--- src/hdl/quaternion_to_axis_angle_macros.svh ---
// ----------------------------------------------------------------------------
// Assertion macros for the quaternion to axis-angle converter
// Implication checks clocked on clk and disabled during rst.
// ----------------------------------------------------------------------------
`ifndef QUATERNION_TO_AXIS_ANGLE_MACROS_SVH
`define QUATERNION_TO_AXIS_ANGLE_MACROS_SVH

// same-cycle implication
`define QAA_ASSERT_IMP(label, ante, cons, msg) \
  label: assert property (@(posedge clk) disable iff (rst) (ante) |-> (cons)) \
    else $error(msg);

// next-cycle implication
`define QAA_ASSERT_NXT(label, ante, cons, msg) \
  label: assert property (@(posedge clk) disable iff (rst) (ante) |=> (cons)) \
    else $error(msg);

`endif

--- src/hdl/qaa_pkg.sv ---
// ----------------------------------------------------------------------------
// qaa_pkg
// Payload types, cell data types and CORDIC constants.
// ----------------------------------------------------------------------------
package qaa_pkg;

  localparam int RW = 70;           // root cell accumulator width
  localparam int ROOT_BITS = 28;    // bits of isqrt(d << 24)
  localparam int AXIS_BITS = 17;    // bits of the axis quotient root
  localparam int CW = 34;           // CORDIC datapath width
  localparam int CORDIC_STEPS = 30;
  localparam int PRE_SHIFT = 12;

  typedef struct packed {
    logic signed [15:0] quat_w;
    logic signed [15:0] quat_x;
    logic signed [15:0] quat_y;
    logic signed [15:0] quat_z;
  } quat_t;

  typedef struct packed {
    logic [15:0]        rot_angle;
    logic signed [15:0] axis_x;
    logic signed [15:0] axis_y;
    logic signed [15:0] axis_z;
  } axang_t;

  // largest r with r*r*den <= num, built one bit per cell
  typedef struct packed {
    logic [RW-1:0]        p;     // r*r*den
    logic [RW-1:0]        qd;    // r*den
    logic [ROOT_BITS-1:0] root;
    logic [RW-1:0]        num;
    logic [31:0]          den;
  } root_t;

  typedef struct packed {
    logic signed [CW-1:0] cx;
    logic signed [CW-1:0] cy;
    logic signed [CW-1:0] ang;
  } cordic_t;

  typedef logic [31:0] atan_tab_t [CORDIC_STEPS];

  localparam atan_tab_t ATAN_TAB = '{
    32'd536870912, 32'd316933406, 32'd167458907, 32'd85004756, 32'd42667331,
    32'd21354465, 32'd10679838, 32'd5340245, 32'd2670163, 32'd1335087,
    32'd667544, 32'd333772, 32'd166886, 32'd83443, 32'd41722, 32'd20861,
    32'd10430, 32'd5215, 32'd2608, 32'd1304, 32'd652, 32'd326, 32'd163,
    32'd81, 32'd41, 32'd20, 32'd10, 32'd5, 32'd3, 32'd1
  };

endpackage

--- src/hdl/qaa_cordic_cell.sv ---
// ----------------------------------------------------------------------------
// qaa_cordic_cell
// One CORDIC vectoring micro-rotation, step I.
// ----------------------------------------------------------------------------
module qaa_cordic_cell #(
  parameter int I = 0
) (
  input  logic             clk,
  input  logic             en,
  input  qaa_pkg::cordic_t din,
  output qaa_pkg::cordic_t dout
);
  import qaa_pkg::*;

  logic signed [CW-1:0] sx;
  logic signed [CW-1:0] sy;
  logic signed [CW-1:0] at;
  cordic_t              nxt;

  assign sx = din.cx >>> I;
  assign sy = din.cy >>> I;
  assign at = CW'(ATAN_TAB[I]);

  always_comb begin
    if (din.cy > 0) begin
      nxt.cx = din.cx + sy;
      nxt.cy = din.cy - sx;
      nxt.ang = din.ang + at;
    end else begin
      nxt.cx = din.cx - sy;
      nxt.cy = din.cy + sx;
      nxt.ang = din.ang - at;
    end
  end

  always_ff @(posedge clk) begin
    if (en) begin
      dout <= nxt;
    end
  end
endmodule

--- config.mk ---
export PLATFORM = sky130hd
export DESIGN_NAME = qaa_cordic_cell
export DESIGN_NICKNAME = d
export VERILOG_FILES = /design/src/hdl/quaternion_to_axis_angle_macros.svh /design/src/hdl/qaa_pkg.sv /design/src/hdl/qaa_cordic_cell.sv
export SDC_FILE = /design/constraint.sdc
export NUM_CORES = 1
export LEC_CHECK = 0
export BUFFER_PORTS_ARGS = -buffer_cell sky130_fd_sc_hd__buf_2
export CAP_MARGIN = 0
export CORE_MARGIN = 2
export CORE_UTILIZATION = 51
export CTS_BUF_LIST = sky130_fd_sc_hd__clkbuf_16
export CTS_CLUSTER_DIAMETER = 200
export DETAILED_ROUTE_END_ITERATION = 16
export PLACE_DENSITY = 0.79
export RECOVER_POWER = 25
export SETUP_SLACK_MARGIN = 0.3
export SYNTH_ARGS = -nofsm -noshare
export SYNTH_HDL_FRONTEND = slang
export SYNTH_SLANG_ARGS = --single-unit
--- constraint.sdc ---
create_clock -name clk -period 2.5 [get_ports clk]
set_clock_uncertainty 0.15 [all_clocks]
set_input_delay 0 -clock clk [delete_from_list [all_inputs] [get_ports clk]]
set_output_delay 0 -clock clk [all_outputs]
set_load 0.05 [all_outputs]
==> results.py <==
metrics = {
    "placement": {
        "hpwl_um": 24100,
        "portBuffers": 205,
        "place_inst": 1654,
        "place_congestion": 1.02,
    },
    "yosys": {
        "ys_top_cells_by_area": "edfxtp_1 33%, ha_1 14%, a21oi_1 6.0%, xnor2_1 5.5%, inv_1 3.9%",
        "synth_top_area_cell": "edfxtp_1",
        "synth_warnings": 0,
        "async_reset_ff_share_pct": 0,
        "synth_common_cells": "110 x a21oi_1, 103 x ha_1, 101 x edfxtp_1",
        "ys_seq_area_share_pct": 32.8,
        "syn_nets": 1226,
        "ys.flop_type": "edfxtp_1",
        "synth_top_area_share_pct": 32.8,
        "synth-edff-count": 101,
        "ys_ff_latch": 101,
        "yosysUniqueCellTypes": 88,
        "syn_area_um2": 9240,
        "synth_most_common_cell": "a21oi_1",
        "syn_area_per_cell_um2": 9.10,
        "syn_inst": 1015,
    },
    "run_status": {
        "violations": "max-capacitance violations, max-slew violations, negative setup slack",
        "outcome": "complete, but fails checks",
    },
    "detailed_routing": {
        "routed-via-count": 10600,
        "antenna_left": 0,
        "first_iter_violations": 1514,
        "viasPerCell": 6.05,
        "wl_per_cell_um": 20.9,
        "first_pass_iters": 6,
        "drc_errors": 0,
        "drt-total-wl_um": 36600,
    },
    "final_layout": {
        "fin_util_pct": 81.1,
        "area_delta_synth_final_pct": 56.6,
        "top_register": "dout",
        "fillers": 1006,
        "nets": 1726,
        "top_regs": "dout (101)",
        "largest_reg_flops": 101,
        "drive_above_1_share_pct": 45.4,
        "fin_cells": 1753,
    },
    "die": {
        "start_util_pct": 51.8,
        "die_h_um": 139,
        "num_rows": 49,
        "io-pin-count": 206,
        "core_um2": 17800,
        "die_x_um": 139,
        "die_area_um2": 19200,
    },
    "critical_path": {
        "arrival_ns": 2.53,
        "required_ns": 2.47,
        "max_stage_delay_ns": 0.39,
        "critPathBufInv": 2,
        "critPathKind": "in2reg",
        "path_cells": "buf_4 > ha_4 > a21o_1 > a21oi_1 > nand3_1 > a31oi_1 > buf_4 > o31ai_4 > o211ai_1 > a32o_1 > nor2_1 > xnor2_1",
        "crit_path_start_kind": "input pin",
        "cp_slowest_cell": "a31oi_1",
        "crit_fanout": 6,
        "crit_top_cell": "buf_4",
        "endpoint_kind": "flip-flop",
        "cp_top_family": "compound AO/OA/AOI/OAI gates",
    },
    "sta": {
        "finalHoldViolCount": 0,
        "setup_viol_count_final": 2,
        "post-route-period-util_pct": 102,
        "worstMarginPinSlew_ns": 2.37,
        "rsz0062_at_grt": "yes",
        "final_max_slew_viol_count": 38,
        "relSlewSlack_pct": -58.3,
        "holdWs_ns": 0.00695,
        "fin_crit_ns": 2.56,
        "timing.fmax_ghz": 0.390,
        "setup_ws_ns": -0.0623,
    },
    "power": {
        "powerDensity_nw_per_um2": 527,
        "irDropWorstVdd_uv": 436,
        "power_leakage_nw": 6.42,
        "total_power_mw": 7.63,
    },
    "hold_path": {
        "min_path_type": "in2reg",
    },
    "grt": {
        "grtUsageTotal_pct": 33.3,
        "antenna_found_initial": 4,
        "grt_max_degree": 65,
        "grt_pass1_wl_um": 51400,
        "grt-ovfl-total": 0,
        "grt_pass1_vias": 10100,
    },
    "clock_network": {
        "clkSlewWorstSetupHoldPaths_ns": 0.08,
        "clockBufferDepth": 2,
        "cts_inserted_buffers": 9,
        "cts_root_buf": "clkbuf_16",
        "htreeDepth": 3,
        "cts_tree": "yes",
        "cts_sinks": 101,
    },
    "run": {
        "drv_cap": 1,
    },
}
## cells in the final DEF, fill, tap and decap left out, types with 11 or more instances in the layout
master / count
a21oi_1: 83
o211ai_1: 14
o21bai_1: 24
ha_4: 22
nor3_1: 21
xor2_1: 12
xnor2_1: 56
a21oi_2: 20
nand2b_1: 11
edfxtp_1: 101
o21ai_1: 14
buf_4: 265
nor2_1: 74
dlygate4sd3_1: 34
nand2_1: 60
o21ai_2: 12
buf_6: 30
a21o_1: 20
ha_1: 76
buf_2: 191
o21ai_0: 40
inv_1: 82
nand3_1: 14
## logic make-up (layout without fill, tap and decap cells)
logic type	count (synthesis)	in the layout	share of synthesized area, %
buffers and inverters	147	652	7.46
and+or+nand+nor	258	258	13.8
adders and majority gates	107	107	14.8
DFF	101	101	32.8
muxes	7	7	0.758
other	0	4	0
xor gates and xnor gates	70	70	6.64
AOI/OAI and AO/OA	325	325	23.7
## power breakdown
part / total, mW / internal, mW / switching [mW]
Clock: 1.40 / 0.692 / 0.703
Combinational: 3.98 / 1.51 / 2.48
Sequential: 2.25 / 2.18 / 0.0678
## area by class of cell
cell class,count,area (um^2),share of cell area [%]
Multi-Input combinational cell,767,6610,45.7
Timing Repair Buffer,533,3820,26.4
Antenna cell,4,10.0,0.0692
Clock buffer,9,225,1.56
Clock inverter,7,56.3,0.389
Inverter,103,423,2.92
Tap cell,229,287,1.98
Sequential cell,101,3030,21.0
## timing repair
action,4_1_cts,5_1_grt
gates resized for setup,117,100
hold buffers,34,0
setup buffers,20,24
endpoints found under the hold margin,35,0
gates cloned,0,1
pin swaps,66,85
endpoints found under the setup margin,41,50
## routing by layer
metal / track usage, % / wire length [um] / vias up
met1: 41.5 / 13800 / 4834
met5: 0 / 0 / -
met2: 56.0 / 16600 / 852
met3: 5.97 / 3450 / 271
met4: 16.1 / 2780 / 0
li1: - / - / 4646
## path summary, 6_finish.rpt
path | startpoint | end | slack [ns] | depth (start not counted)
setup / recovery | din[71] | dout[101]$_DFFE_PP_ | -0.06 | 12
hold / removal | din[92] | dout[58]$_DFFE_PP_ | 0.007 | 3
## metrics by stage
stage | cell area (um^2) | TNS, ns | worst slack [ns]
global placement | 12400 | -8.53 | -0.344
global route | 14500 | -0.139 | -0.0689
floorplan | 9530 | 0 | 0.117
CTS | 13800 | 0 | 0.180
finish | 14500 | -0.118 | -0.0623
detailed placement | 12400 | -10.32 | -0.356
## tightest hold or removal path: cells and delay by family
family	cells	cell delay (ns)
xor gates and xnor gates	1	0.13
adders and majority gates	1	0.19
buffers and inverters	1	0.10
(Power assumes the default switching activity.)
