[src/hdl/quaternion_to_axis_angle_macros.svh]
// ----------------------------------------------------------------------------
// Assertion macros for the quaternion to axis-angle converter
// Implication checks clocked on clk and disabled during rst.
// ----------------------------------------------------------------------------
`ifndef QUATERNION_TO_AXIS_ANGLE_MACROS_SVH
`define QUATERNION_TO_AXIS_ANGLE_MACROS_SVH

// same-cycle implication
`define QAA_ASSERT_IMP(label, ante, cons, msg) \
  label: assert property (@(posedge clk) disable iff (rst) (ante) |-> (cons)) \
    else $error(msg);

// next-cycle implication
`define QAA_ASSERT_NXT(label, ante, cons, msg) \
  label: assert property (@(posedge clk) disable iff (rst) (ante) |=> (cons)) \
    else $error(msg);

`endif

[src/hdl/qaa_pkg.sv]
// ----------------------------------------------------------------------------
// qaa_pkg
// Payload types, cell data types and CORDIC constants.
// ----------------------------------------------------------------------------
package qaa_pkg;

  localparam int RW = 70;           // root cell accumulator width
  localparam int ROOT_BITS = 28;    // bits of isqrt(d << 24)
  localparam int AXIS_BITS = 17;    // bits of the axis quotient root
  localparam int CW = 34;           // CORDIC datapath width
  localparam int CORDIC_STEPS = 30;
  localparam int PRE_SHIFT = 12;

  typedef struct packed {
    logic signed [15:0] quat_w;
    logic signed [15:0] quat_x;
    logic signed [15:0] quat_y;
    logic signed [15:0] quat_z;
  } quat_t;

  typedef struct packed {
    logic [15:0]        rot_angle;
    logic signed [15:0] axis_x;
    logic signed [15:0] axis_y;
    logic signed [15:0] axis_z;
  } axang_t;

  // largest r with r*r*den <= num, built one bit per cell
  typedef struct packed {
    logic [RW-1:0]        p;     // r*r*den
    logic [RW-1:0]        qd;    // r*den
    logic [ROOT_BITS-1:0] root;
    logic [RW-1:0]        num;
    logic [31:0]          den;
  } root_t;

  typedef struct packed {
    logic signed [CW-1:0] cx;
    logic signed [CW-1:0] cy;
    logic signed [CW-1:0] ang;
  } cordic_t;

  typedef logic [31:0] atan_tab_t [CORDIC_STEPS];

  localparam atan_tab_t ATAN_TAB = '{
    32'd536870912, 32'd316933406, 32'd167458907, 32'd85004756, 32'd42667331,
    32'd21354465, 32'd10679838, 32'd5340245, 32'd2670163, 32'd1335087,
    32'd667544, 32'd333772, 32'd166886, 32'd83443, 32'd41722, 32'd20861,
    32'd10430, 32'd5215, 32'd2608, 32'd1304, 32'd652, 32'd326, 32'd163,
    32'd81, 32'd41, 32'd20, 32'd10, 32'd5, 32'd3, 32'd1
  };

endpackage

[src/hdl/qaa_root_cell.sv]
// ----------------------------------------------------------------------------
// qaa_root_cell
// One bit of a root-quotient search: tries setting bit K of the root.
// ----------------------------------------------------------------------------
module qaa_root_cell #(
  parameter int K = 0
) (
  input  logic           clk,
  input  logic           en,
  input  qaa_pkg::root_t din,
  output qaa_pkg::root_t dout
);
  import qaa_pkg::*;

  logic [RW-1:0] den_ext;
  logic [RW-1:0] cand;
  root_t         nxt;

  assign den_ext = RW'(din.den);
  assign cand = din.p + (din.qd << (K + 1)) + (den_ext << (2 * K));

  always_comb begin
    nxt = din;
    if (cand <= din.num) begin
      nxt.p = cand;
      nxt.qd = din.qd + (den_ext << K);
      nxt.root[K] = 1'b1;
    end
  end

  always_ff @(posedge clk) begin
    if (en) begin
      dout <= nxt;
    end
  end
endmodule

[config.mk]
export PLATFORM = sky130hd
export DESIGN_NAME = qaa_root_cell
export DESIGN_NICKNAME = d
export VERILOG_FILES = /design/src/hdl/quaternion_to_axis_angle_macros.svh /design/src/hdl/qaa_pkg.sv /design/src/hdl/qaa_root_cell.sv
export SDC_FILE = /design/constraint.sdc
export NUM_CORES = 1
export LEC_CHECK = 0
export BUFFER_PORTS_ARGS = -buffer_cell sky130_fd_sc_hd__buf_2
export CAP_MARGIN = 20
export CORE_AREA = 2 2 208 210
export DETAILED_ROUTE_END_ITERATION = 12
export DIE_AREA = 0 0 210 212
export PLACE_DENSITY_LB_ADDON = 0.05
export SYNTH_ARGS = -nofsm -noshare
export SYNTH_HDL_FRONTEND = slang
export SYNTH_SLANG_ARGS = --single-unit
[constraint.sdc]
create_clock -name clk -period 14.7 [get_ports clk]
set_clock_uncertainty 0.15 [all_clocks]
set_input_delay 1.47 -clock clk [delete_from_list [all_inputs] [get_ports clk]]
set_output_delay 1.47 -clock clk [all_outputs]
set_load 0.02 [all_outputs]
==> run metrics, run 1 <==
crit share post-route 0.584; Finished Layout Cells 2,827; pin count of the biggest net entering global routing 120; register bit total from synthesis 270; layout net count 2,772; RSZ-0062 raised after global routing no; via count 15.9k; Reg clk slew, reported paths 60 ps; largest reg by FF count dout; setup tns final 0 ps; Min-Delay Startpoint din[118]; Port Buffers 541; startpoint type of the worst setup path input pin; post-CTS setup buffer count 0; syn_area_per_cell 10.9 um^2; Syn Inst Count 1,726; setup violators final 0; CP endpoint dout[193]; Critical Path Start din[1]; row cnt 76; leakage 0.0103 uW; Post-Synthesis Cell Area 18,800 um^2; Crit path arrival time 8790 ps; Hold Crit Class in2reg; initial antenna violation count 5; Warnings, synthesis 0; Max-Cap Viols 0; CTS H-tree lvls 1; die width 210 um; DR pass1 iterations 5; Hold Worst Slack 897 ps; CP endpoint kind register; Avg Vias per Cell 5.61; fillers 3,841; EDFF count, synth 270; violation count after the first detailed-routing iteration 1,054; most frequent cells in the layout buf_2 (540), edfxtp_1 (270), ha_1 (208); total core area 42,500 um^2; share of layout cells above drive strength 1 0.301; # DRC 0; Peak VDD IR 104 uV; Post-synth ARST share 0; DP Cell Count 2,770; clock buffer depth 3; CTS Hold Buffers Added 0; Post-CTS Resized 0; final core area utilization 0.540; Top Registers dout x270; Root Buffer clkbuf_16; Total GRT Usage 0.266; crit path time final 8590 ps; GP Congestion 0.957; clk sinks 270; # IOs 542; area delta synth->final 22.3%; Critical Path RT 14,900 ps; GRT Residual Overflow 0; die height 212 um; max-slew violations 0; DIE AREA 44,500 um^2; kind of critical path in2reg; sequential area share after synthesis 0.432; Final ANT Viol Nets 0; ys flop type edfxtp_1; vias in the first global route 15.4k; Slew headroom 0.323; largest driver fanout on the critical path 44; Final WS setup 6110 ps; most common cell after layout, fill and taps aside buf_2; Power per Cell Area 132 nW/um^2; worst-margin pin slew 1020 ps; Net Count, Synth 2,239; max FFs per register 270; first-pass GRT wire length 90,100 um; Post-Route WL 61,600 um; synth unique cells 86; outcome finished clean; Initial Utilization 0.442; pre-CTS setup slack 5200 ps; Max Clock Freq 116 MHz; Final Hold Violating Endpoints 0; DP HPWL 50,300 um; routed wire length per instance 21.8 um; TritonCTS buffer count 30; CTS tree yes
-- synthesized netlist by cell type (6+ instances only) --
cell type / instances / area, um^2
buf_1: 6 / 22.5
a21o_1: 56 / 420
o31ai_1: 6 / 45.0
ha_1: 208 / 2600
nand4_1: 39 / 244
a21oi_1: 146 / 731
clkbuf_1: 26 / 97.6
buf_2: 11 / 55.1
inv_1: 94 / 353
and2_1: 7 / 43.8
and4_1: 7 / 61.3
a211oi_1: 14 / 105
nor2b_1: 7 / 43.8
o21bai_1: 17 / 128
nand2b_1: 10 / 62.6
o211ai_1: 10 / 75.1
and3_1: 17 / 106
mux2_2: 64 / 721
a31oi_1: 17 / 106
o21a_1: 12 / 90.1
nand2_1: 169 / 634
nor2_1: 73 / 274
nand3_1: 42 / 210
fa_1: 33 / 661
nor3_1: 30 / 150
o21ai_0: 97 / 485
edfxtp_1: 270 / 8110
nor4_1: 8 / 50.1
xnor2_1: 71 / 622
xor2_1: 64 / 561
-- worst max-delay path, stage by stage --
cell,delay [ps]
buf_2,130
fa_1,490
ha_1,240
fa_1,430
a211oi_1,260
o21a_2,220
a21boi_2,90
o21ai_1,270
a31oi_1,290
a2111oi_0,720
or2_2,260
o21ai_1,80
xor2_1,250
ha_1,290
and4_1,210
a221o_1,330
a2111o_1,480
a211oi_2,390
o21ai_4,120
buf_12,180
buf_4,280
or3_4,540
a21oi_2,350
nand3_1,150
xnor2_1,170
-- worst min path at each step --
stage / to / slack, ps / cells after the start
floorplan: dout[0] / 1420 / 0
global placement: dout[126] / 1500 / 1
detailed placement: dout[106] / 1500 / 1
CTS: dout[115] / 860 / 1
global route: dout[115] / 860 / 1
finish: dout[118] / 900 / 1
-- per-stage QoR --
step	area (um^2)	total power, uW
CTS	22900	3030
finish	23000	3020
floorplan	18800	1890
global route	23000	3190
detailed placement	22000	2320
global placement	22000	2310
-- kinds of logic (layout without fill, tap and decap cells) --
group / count (synthesis) / count (layout) / share of synthesized area
AO/OA/AOI/OAI: 440 / 440 / 0.151
XOR/XNOR: 135 / 135 / 0.0630
adder cells (fa/ha/maj): 241 / 241 / 0.174
buffers and inverters: 142 / 695 / 0.0305
flip-flops: 270 / 270 / 0.432
multiplexers: 65 / 65 / 0.0390
other: 0 / 2 / 0
AND/OR/NAND/NOR: 433 / 433 / 0.111
-- layout make-up --
type / count / area [um^2] / share of cell area
Inverter: 94 / 353 / 0.0154
Antenna cell: 2 / 5.00 / 0.000218
Multi-Input combinational cell: 1314 / 10100 / 0.440
Sequential cell: 270 / 8110 / 0.353
Tap cell: 546 / 683 / 0.0297
Clock inverter: 19 / 140 / 0.00610
Timing Repair Buffer: 549 / 2810 / 0.122
Clock buffer: 33 / 762 / 0.0332
-- layer usage --
metal | vias up | track usage | share of wire
li1 | 7536 | - | -
met1 | 7554 | 0.349 | 0.42
met2 | 674 | 0.447 | 0.47
met3 | 91 | 0.0492 | 0.071
met4 | 2 | 0.0873 | 0.034
met5 | - | 0 | 0.00013
-- where the power goes --
| group | internal [uW] | switching [uW] | total, uW |
|---|---|---|---|
| sequential | 1010 | 36.7 | 1050 |
| clock | 376 | 328 | 703 |
| combinational | 479 | 789 | 1270 |
No activity file was read; power rests on OpenSTA's default activity.
==> run 2: changes to the inputs <==
==> constraint.sdc (replaced) <==
create_clock -name clk -period 8.7 [get_ports clk]
set_clock_uncertainty 0.15 [all_clocks]
set_input_delay 0.87 -clock clk [delete_from_list [all_inputs] [get_ports clk]]
set_output_delay 0.87 -clock clk [all_outputs]
set_load 0.02 [all_outputs]
==> run metrics, run 2 (same netlist as run 1, synthesis figures left out) <==
outcome finished clean; via count 15.7k (-0.73%); largest reg by FF count dout; die height 212 um (unchanged); Crit path arrival time 7480 ps (-1310 ps); most frequent cells in the layout buf_2 (540), edfxtp_1 (270), ha_1 (208); Total GRT Usage 0.269 (+0.00228); CP endpoint dout[269]; Top Registers dout x270; worst-margin pin slew 914 ps (-103 ps); clk sinks 270 (unchanged); crit share post-route 0.841; GP Congestion 0.908 (-5.1%); total core area 42,500 um^2 (unchanged); row cnt 76 (unchanged); vias in the first global route 15.3k (-0.77%); Power per Cell Area 225 nW/um^2 (+71%); max FFs per register 270 (unchanged); leakage 0.0103 uW (+0.43%); # DRC 0 (unchanged); Hold Worst Slack 317 ps (-579 ps); Critical Path RT 8860 ps (-6040 ps); largest driver fanout on the critical path 32 (-27%); CP endpoint kind register; layout net count 2,774 (+0.072%); crit path time final 7310 ps; post-CTS setup buffer count 0 (unchanged); DP HPWL 50,900 um (+1.1%); register area 8110 um^2 (unchanged); violation count after the first detailed-routing iteration 1,053 (-0.095%); DIE AREA 44,500 um^2 (unchanged); # IOs 542 (unchanged); area delta synth->final 22.7%; GR Util met3 0.0378 (-0.0114); met1 Use GR 0.357 (+0.00816); Post-Route WL 61,800 um (+0.40%); Crit path largest cell delay 680 ps (-40 ps); Root Buffer clkbuf_16; Critical Path Start din[1]; multi-input logic area 10,100 um^2 (unchanged); Max Clock Freq 137 MHz; DR pass1 iterations 7 (+2); pin count of the biggest net entering global routing 92 (-23%); GRT Residual Overflow 0 (unchanged); max-slew violations 0 (unchanged); Avg Vias per Cell 5.55 (-1.0%); CTS Hold Buffers Added 0 (unchanged); CTS tree yes; clock buffer depth 3 (unchanged); kind of critical path in2reg; TritonCTS buffer count 30 (unchanged); CTS H-tree lvls 1 (unchanged); Post-CTS Resized 0 (unchanged); RSZ-0062 raised after global routing no; Hold Crit Class in2reg; startpoint type of the worst setup path input pin; Final ANT Viol Nets 0 (unchanged); global routing's busiest layer met2; slowest CP cell or4_1; Port Buffers 541 (unchanged); share of layout cells above drive strength 1 0.300 (-0.000352); first-pass GRT wire length 91,200 um (+1.3%); fillers 3,885 (+1.1%); Reg clk slew, reported paths 60 ps (about the same); routed wire length per instance 21.8 um (+0.12%); Max-Cap Viols 0 (unchanged); Initial Utilization 0.442 (unchanged); Peak VDD IR 171 uV (+64%); Final Hold Violating Endpoints 0 (unchanged); setup tns final 0 ps (unchanged); setup violators final 0 (unchanged); most common cell after layout, fill and taps aside buf_2; die width 210 um (unchanged); Slew headroom 0.391 (+0.0685); initial antenna violation count 5 (unchanged); GR Util met2 0.468 (+0.0211)
run 2: cell types whose count changed in the layout (fill, tap and decap cells not counted), sizes merged:
cell,previous run,this run
clkinv,14,15
clkinvlp,3,1
buf,549,551
clkbuf,33,37
inv,96,94
diode,2,4
bufinv,0,3
run 2: critical path: cells and delay by family:
family                     cells  cell delay [ps]
AOI/OAI and AO/OA             14             3050
adders and majority gates      4             1470
and+or+nand+nor                5             1370
buffers and inverters          2              520
xor gates and xnor gates       1              160
run 2: layout make-up:
| class | count | area share |
|---|---|---|
| timing repair buffer | 551 | 0.122 |
| clock buffer | 37 | 0.0346 |
| clock inverter | 19 | 0.00749 |
| antenna | 4 | 0.000434 |
| multi-input combinational | 1314 | 0.439 |
| sequential | 270 | 0.352 |
| tap | 546 | 0.0297 |
| inverter | 94 | 0.0153 |
run 2: through the flow:
stage	utilization	std cells	setup slack, ps	total power [uW]	area, um^2
CTS	0.541	2830	1440	5230	23000
finish	0.542	2835	1390	5190	23000
floorplan	-	1726	2290	3200	18800
global route	0.542	2834	948	5490	23000
global placement	0.519	2773	530	3900	22000
detailed placement	0.519	2774	850	3930	22000
run 2: where the power goes:
group | internal (uW) | switching (uW)
Clock | 737 | 543
Sequential | 1710 | 67.5
Combinational | 805 | 1330
run 2: per-layer routing:
metal	up-vias	routed length [um]
li1	7530	-
met1	7554	26500
met2	594	30200
met3	62	4060
met4	2	989
met5	-	8
run 2: how the worst min path moves through the flow:
stage                        start   endpoint  slack (ps)  cells after the start
after global placement    din[105]  dout[105]         900                      1
after floorplan             din[0]    dout[0]         820                      0
final                     din[112]  dout[112]         320                      1
after CTS                 din[125]  dout[125]         280                      1
after detailed placement  din[125]  dout[125]         900                      1
after global routing      din[125]  dout[125]         290                      1
==> run 3: changes to the inputs <==
==> constraint.sdc (replaced) <==
create_clock -name clk -period 6.8 [get_ports clk]
set_clock_uncertainty 0.15 [all_clocks]
set_input_delay 0.68 -clock clk [delete_from_list [all_inputs] [get_ports clk]]
set_output_delay 0.68 -clock clk [all_outputs]
set_load 0.02 [all_outputs]
==> run metrics, run 3 (same netlist as run 1, synthesis figures left out) <==
Post-Route WL 62,700 um (+1.5%); Root Buffer clkbuf_16; pre-CTS setup slack -378 ps (-1230 ps); GP Congestion 0.930 (+2.3%); largest driver fanout on the critical path 10 (-69%); Port Buffers 541 (unchanged); Finished Layout Cells 2,878 (+1.5%); cell family with most CP delay compound AO/OA/AOI/OAI gates; worst-margin pin slew 1010 ps (+97.2 ps); most frequent cells in the layout buf_2 (540), edfxtp_1 (270), ha_1 (208); Max Clock Freq 155 MHz; CTS tree yes; slowest CP cell a2111o_1; layout net count 2,821 (+1.7%); DP Cell Count 2,821 (+1.7%); Reg clk slew, reported paths 60 ps (about the same); CP endpoint kind register; Crit path arrival time 6610 ps (-870 ps); clk sinks 270 (unchanged); Total GRT Usage 0.275 (+0.00639); # DRC 0 (unchanged); GRT Residual Overflow 0 (unchanged); Crit path top cell by count buf_4; post-CTS setup buffer count 0 (unchanged); first-pass GRT wire length 93,600 um (+2.5%); Avg Vias per Cell 5.53 (-0.47%); largest reg by FF count dout; Hold Path Stages 1 (unchanged); DR pass1 iterations 7 (unchanged); RSZ-0062 raised after global routing no; clock buffer depth 3 (unchanged); row cnt 76 (unchanged); CTS Hold Buffers Added 0 (unchanged); max-slew violations 0 (unchanged); area delta synth->final 25.1%; Buf/Inv on CP 4 (+2); vias in the first global route 15.9k (+4.4%); Final ANT Viol Nets 0 (unchanged); Hold Crit Class in2reg; Critical Path RT 6960 ps (-1900 ps); Min-Delay Startpoint din[117]; setup violators final 0 (unchanged); Slew headroom 0.326 (-0.0648); share of layout cells above drive strength 1 0.317 (+0.0165); Final Hold Violating Endpoints 0 (unchanged); Endpoint, Worst Hold dout[117]; Power per Cell Area 290 nW/um^2 (+29%); most common cell after layout, fill and taps aside buf_2; TritonCTS buffer count 31 (+3.3%); DIE AREA 44,500 um^2 (unchanged); Post-CTS Resized 0 (unchanged); routed wire length per instance 21.8 um (about the same); die width 210 um (unchanged); max FFs per register 270 (unchanged); Final WS setup 350 ps (-1040 ps); DP HPWL 51,900 um (+2.0%); # IOs 542 (unchanged); setup tns final 0 ps (unchanged); outcome finished clean; initial antenna violation count 5 (unchanged); Peak VDD IR 215 uV (+26%); CTS H-tree lvls 1 (unchanged); via count 15.9k (+1.0%); pin count of the biggest net entering global routing 159 (+73%); leakage 0.0106 uW (+2.5%); die height 212 um (unchanged); startpoint type of the worst setup path input pin; crit path time final 6450 ps; violation count after the first detailed-routing iteration 1,130 (+7.3%); Initial Utilization 0.442 (unchanged); crit share post-route 0.949; total core area 42,500 um^2 (unchanged); Max-Cap Viols 0 (unchanged); kind of critical path in2reg; Top Registers dout x270; Crit path largest cell delay 500 ps (-180 ps)
## run 3: cell types whose count changed in the layout (fill, tap and decap cells not counted), moves of 2 or more
cell / previous run / this run
buf_12: 1 / 6
clkbuf_1: 6 / 2
clkinvlp_4: 1 / 4
clkinv_4: 2 / 0
diode_2: 4 / 2
buf_4: 7 / 49
## run 3: report_power, final
group | internal [uW] | total (uW) | switching, uW
combinational | 1120 | 2850 | 1730
clock | 978 | 1680 | 697
sequential | 2190 | 2280 | 92.1
## run 3: final cells by class
class                      count  area, um^2
sequential                   270        8110
inverter                      94         353
clock inverter                22         218
multi-input combinational   1314       10100
fill                        3901       19000
antenna                        2        5.00
clock buffer                  33         783
timing repair buffer         597        3220
tap                          546         683
## run 3: metrics by stage
stage	hold WS [ps]	total power, uW	cell area (um^2)	utilization
finish	122	6810	23500	0.553
global route	103	7200	23500	0.553
CTS	92.9	6850	23500	0.552
detailed placement	709	5150	22500	0.529
global placement	706	5120	22500	0.528
floorplan	629	4090	18800	-
## run 3: worst max-delay path by stage
| stage | from | end | cells after the start |
|---|---|---|---|
| 2_1_floorplan | din[1] | dout[254] | 21 |
| 3_3_place_gp | din[1] | dout[130] | 25 |
| 3_5_place_dp | din[1] | dout[175] | 26 |
| 4_1_cts | din[1] | dout[175] | 26 |
| 5_1_grt | din[11] | dout[175] | 25 |
| 6_report | din[1] | dout[175] | 26 |
## run 3: metal layers
metal	vias up	track usage	wire length, um	share of wire
li1	7629	-	-	-
met1	7597	0.361	27200	0.43
met2	579	0.476	30400	0.49
met3	96	0.0417	3530	0.056
met4	4	0.0729	1520	0.024
met5	-	0	26	0.00041
